<file path="config.mk">
export PLATFORM = sky130hd
export DESIGN_NAME = tlec_ram
export DESIGN_NICKNAME = d
export VERILOG_FILES = /design/src/rtl/tlec_ram.sv
export SDC_FILE = /design/constraint.sdc
export NUM_CORES = 1
export LEC_CHECK = 0
export ABC_CLOCK_PERIOD_IN_PS = 2850
export CORE_MARGIN = 5
export CORE_UTILIZATION = 55
export DETAILED_ROUTE_END_ITERATION = 8
export DONT_BUFFER_PORTS = 1
export GPL_TIMING_DRIVEN = 0
export MAX_ROUTING_LAYER = met4
export PLACE_DENSITY = 0.68
export RECOVER_POWER = 25
export SLEW_MARGIN = 5
export SYNTH_ARGS = -nofsm -noshare
export SYNTH_HDL_FRONTEND = slang
export SYNTH_SLANG_ARGS = --single-unit
</file>
<file path="constraint.sdc">
create_clock -name clk -period 2.85 [get_ports clk]
set_input_delay 0.57 -clock clk [delete_from_list [all_inputs] [get_ports clk]]
set_output_delay 0.57 -clock clk [all_outputs]
set_load 0.02 [all_outputs]
</file>
<file path="src/rtl/tlec_ram.sv">
`default_nettype none
module tlec_ram #(
  parameter int WIDTH = 8,
  parameter int DEPTH = 16
) (
  input  wire logic                     clk,
  input  wire logic                     we,
  input  wire logic [$clog2(DEPTH)-1:0] waddr,
  input  wire logic [WIDTH-1:0]         wdata,
  input  wire logic [$clog2(DEPTH)-1:0] raddr,
  output logic      [WIDTH-1:0]         rdata
);

  logic [WIDTH-1:0] mem [DEPTH];

  // one write port, registered read port
  always_ff @(posedge clk) begin
    if (we) begin
      mem[waddr] <= wdata;
    end
    rdata <= mem[raddr];
  end

endmodule
`default_nettype wire

</file>
==> run metrics <==
CP Buf/Inv Count=0; Die Span X=107 µm; Crit Path Max Fanout=8; Vias/cell=6.13; HPWL Detailed=6100 µm; setup violators final=0; Syn-to-layout area delta=15.3%; critical path endpoint category=register; Synth Instances=between 200 and 250; IO Port Bufs=0; multi-input logic area=1070 µm²; Seq/Total Area, Yosys=0.778; RR Startpoint=mem[4][0]$_DFFE_PP_; leading area contributor after synthesis=edfxtp_1; Slew @ Worst Pin=1180 ps; largest net degree at the start of global routing=17; post-synth cell types=19; worst vdd ir=a little over 0.4 mV; worst hold path class=in -> reg; Post-Route WL=9790 µm; Leak=1.95 nW; Setup TNS=0 ps; CP top delay family=simple AND/OR/NAND/NOR gates; CTS tree=built; pre-CTS setup slack=about 320 ps; Finished Layout Cells=372; post-synthesis average cell area=around 22 µm²; syn_nets=247; setup ws final=between 1000 and 1500 ps; total core area=9200 µm²; post_cts resized=0; total chip power=0.00474 W; ranking of synthesized cells by area=edfxtp_1 (75%), mux4_2 (7.9%), mux4_1 (7.1%); worst-case hold path end point=mem[15][0]$_DFFE_PP_; post-CTS setup buffers=0; Hold Path Stages=0; layout cells sized above 1=0.238; Clock transition at path regs=around 60 ps; CP Class=in -> reg; total congestion overflow=0; Hold Vio Cnt, Final=0; DRC Markers=0; R2R setup slack=1420 ps; Skew-Pair Late Insertion Delay=500 ps; Slew Limit Fails=0; worst hold margin=between 150 and 200 ps; vias=~2.3k; synthesized area=between 5000 and 6000 µm²; global-route wire length before repair=14800 µm; clk sinks=~140; status=finished clean; RSZ-0062 raised after global routing=no; die span in y=107 µm; GRT Util Overall=0.193; DR WL/cell=26.3 µm; skew final=7.91 ps; Synth Register Bits=136; vias in the first global route=approximately 2.4k; IO Pins=26; relative max-transition margin=0.205; critical-path cell list=or3b_2 > nor2_1; post-synth top area share=0.747; worst-case clock buffer depth=2; critical path arrival=1780 ps; CTS Hold Buffers Added=0; Tcrit/Tclk final=0.581; Synth Warn #=0; Register Area=approximately 4000 µm²; Final ANT Viol Nets=0; FF-to-FF End=rdata[0]$_DFF_P_; Max-Cap Viols=0; placed cells=340; CTS Buf Count=17; Starting Density=0.560; Iteration-0 DRC Markers=233; die area=11400 µm²; Worst EP required=2970 ps; initial antenna violation count=0; pwr dens=798 nW/µm²; Clock Root Buffer=clkbuf_8; Final GP Congestion=0.750; fin crit period=1660 ps; FMAX=604 MHz; Layout fillers=610; R2R depth=3; Diodes inserted=0; startpoint types=input port; CP max stage delay=roughly 670 ps; CP max stage cell=nor2_1; DRT Pass-1 Iters=4; nets=266; min-delay src=wdata[0]; crit path launch=waddr[2]; H-tree depth=4; num rows=35
per-layer routing:
layer / GRT usage / vias to the layer above / part of all wire
met5: - / - / 0
met4: 0.0493 / 0 / 0.0058
met3: 0.0650 / 5 / 0.073
met2: 0.303 / 79 / 0.51
met1: 0.246 / 1184 / 0.41
li1: - / 1014 / -
worst max path at each step:
stage	end	slack, ps	cells past startpoint
after global routing	mem[2][4]$_DFFE_PP_	1160	2
after detailed placement	mem[0][2]$_DFFE_PP_	320	2
after global placement	mem[0][2]$_DFFE_PP_	310	2
after floorplan	mem[0][0]$_DFFE_PP_	790	2
final	mem[2][1]$_DFFE_PP_	1190	2
after CTS	mem[0][3]$_DFFE_PP_	820	2
cells in the mapped netlist:
library cell and number:
a22oi_1 16, and2_1 1, and2b_1 1, buf_2 3, buf_4 1, buf_6 3
clkdlybuf4s25_2 3, dfxtp_1 8, edfxtp_1 128, mux4_1 14, mux4_2 18, nand2_1 9
nand2b_1 2, nand3_1 1, nand3b_1 2, nor2_1 13, nor2b_1 1, nor3_1 4
or3b_2 1
stage by stage:
| step | area, µm² | utilization |
|---|---|---|
| floorplan | 5150 | - |
| global placement | 5290 | 0.575 |
| detailed placement | 5290 | 0.575 |
| CTS | 5930 | 0.644 |
| global route | 5940 | 0.645 |
| finish | 5940 | 0.645 |
registers in the layout, summed over array words and instances (netlist names):
name	count
mem	128
rdata	8
cell type report:
type / count / share of cell area
sequential: 136 / 0.675
multi-input combinational: 83 / 0.180
clock buffer: 18 / 0.0704
clock inverter: 14 / 0.0373
tap: 111 / 0.0234
buffer: 10 / 0.0145
power by group:
group	total, W	internal (W)	switching (W)	leakage (nW)
Sequential	0.00227	0.00224	0.0000291	1.22
Clock	0.00232	0.00152	0.000801	0.302
Combinational	0.000153	0.0000725	0.0000803	0.421
Total	0.00474	0.00383	0.000910	1.95
cells by family after synthesis:
kind of cell           synth area share
buffers and inverters            0.0168
multiplexers                      0.150
AO/OA/AOI/OAI                    0.0233
flip-flops                        0.778
AND/OR/NAND/NOR                  0.0318
placed cells by master, fill, tap and decap left out, drive strengths merged:
cell type and instances:
nand3b 2, dfxtp 8, clkbuf 18, or3b 1
edfxtp 128, buf 7, nor2b 1, nand3 1
a22oi 16, nand2 9, nor2 13, bufinv 5
and2b 1, clkinv 3, inv 3, nand2b 2
clkdlybuf4s25 3, and2 1, mux4 32, nor3 4
clkinvlp 3
Note: power is estimated with default switching activity, not from simulation.
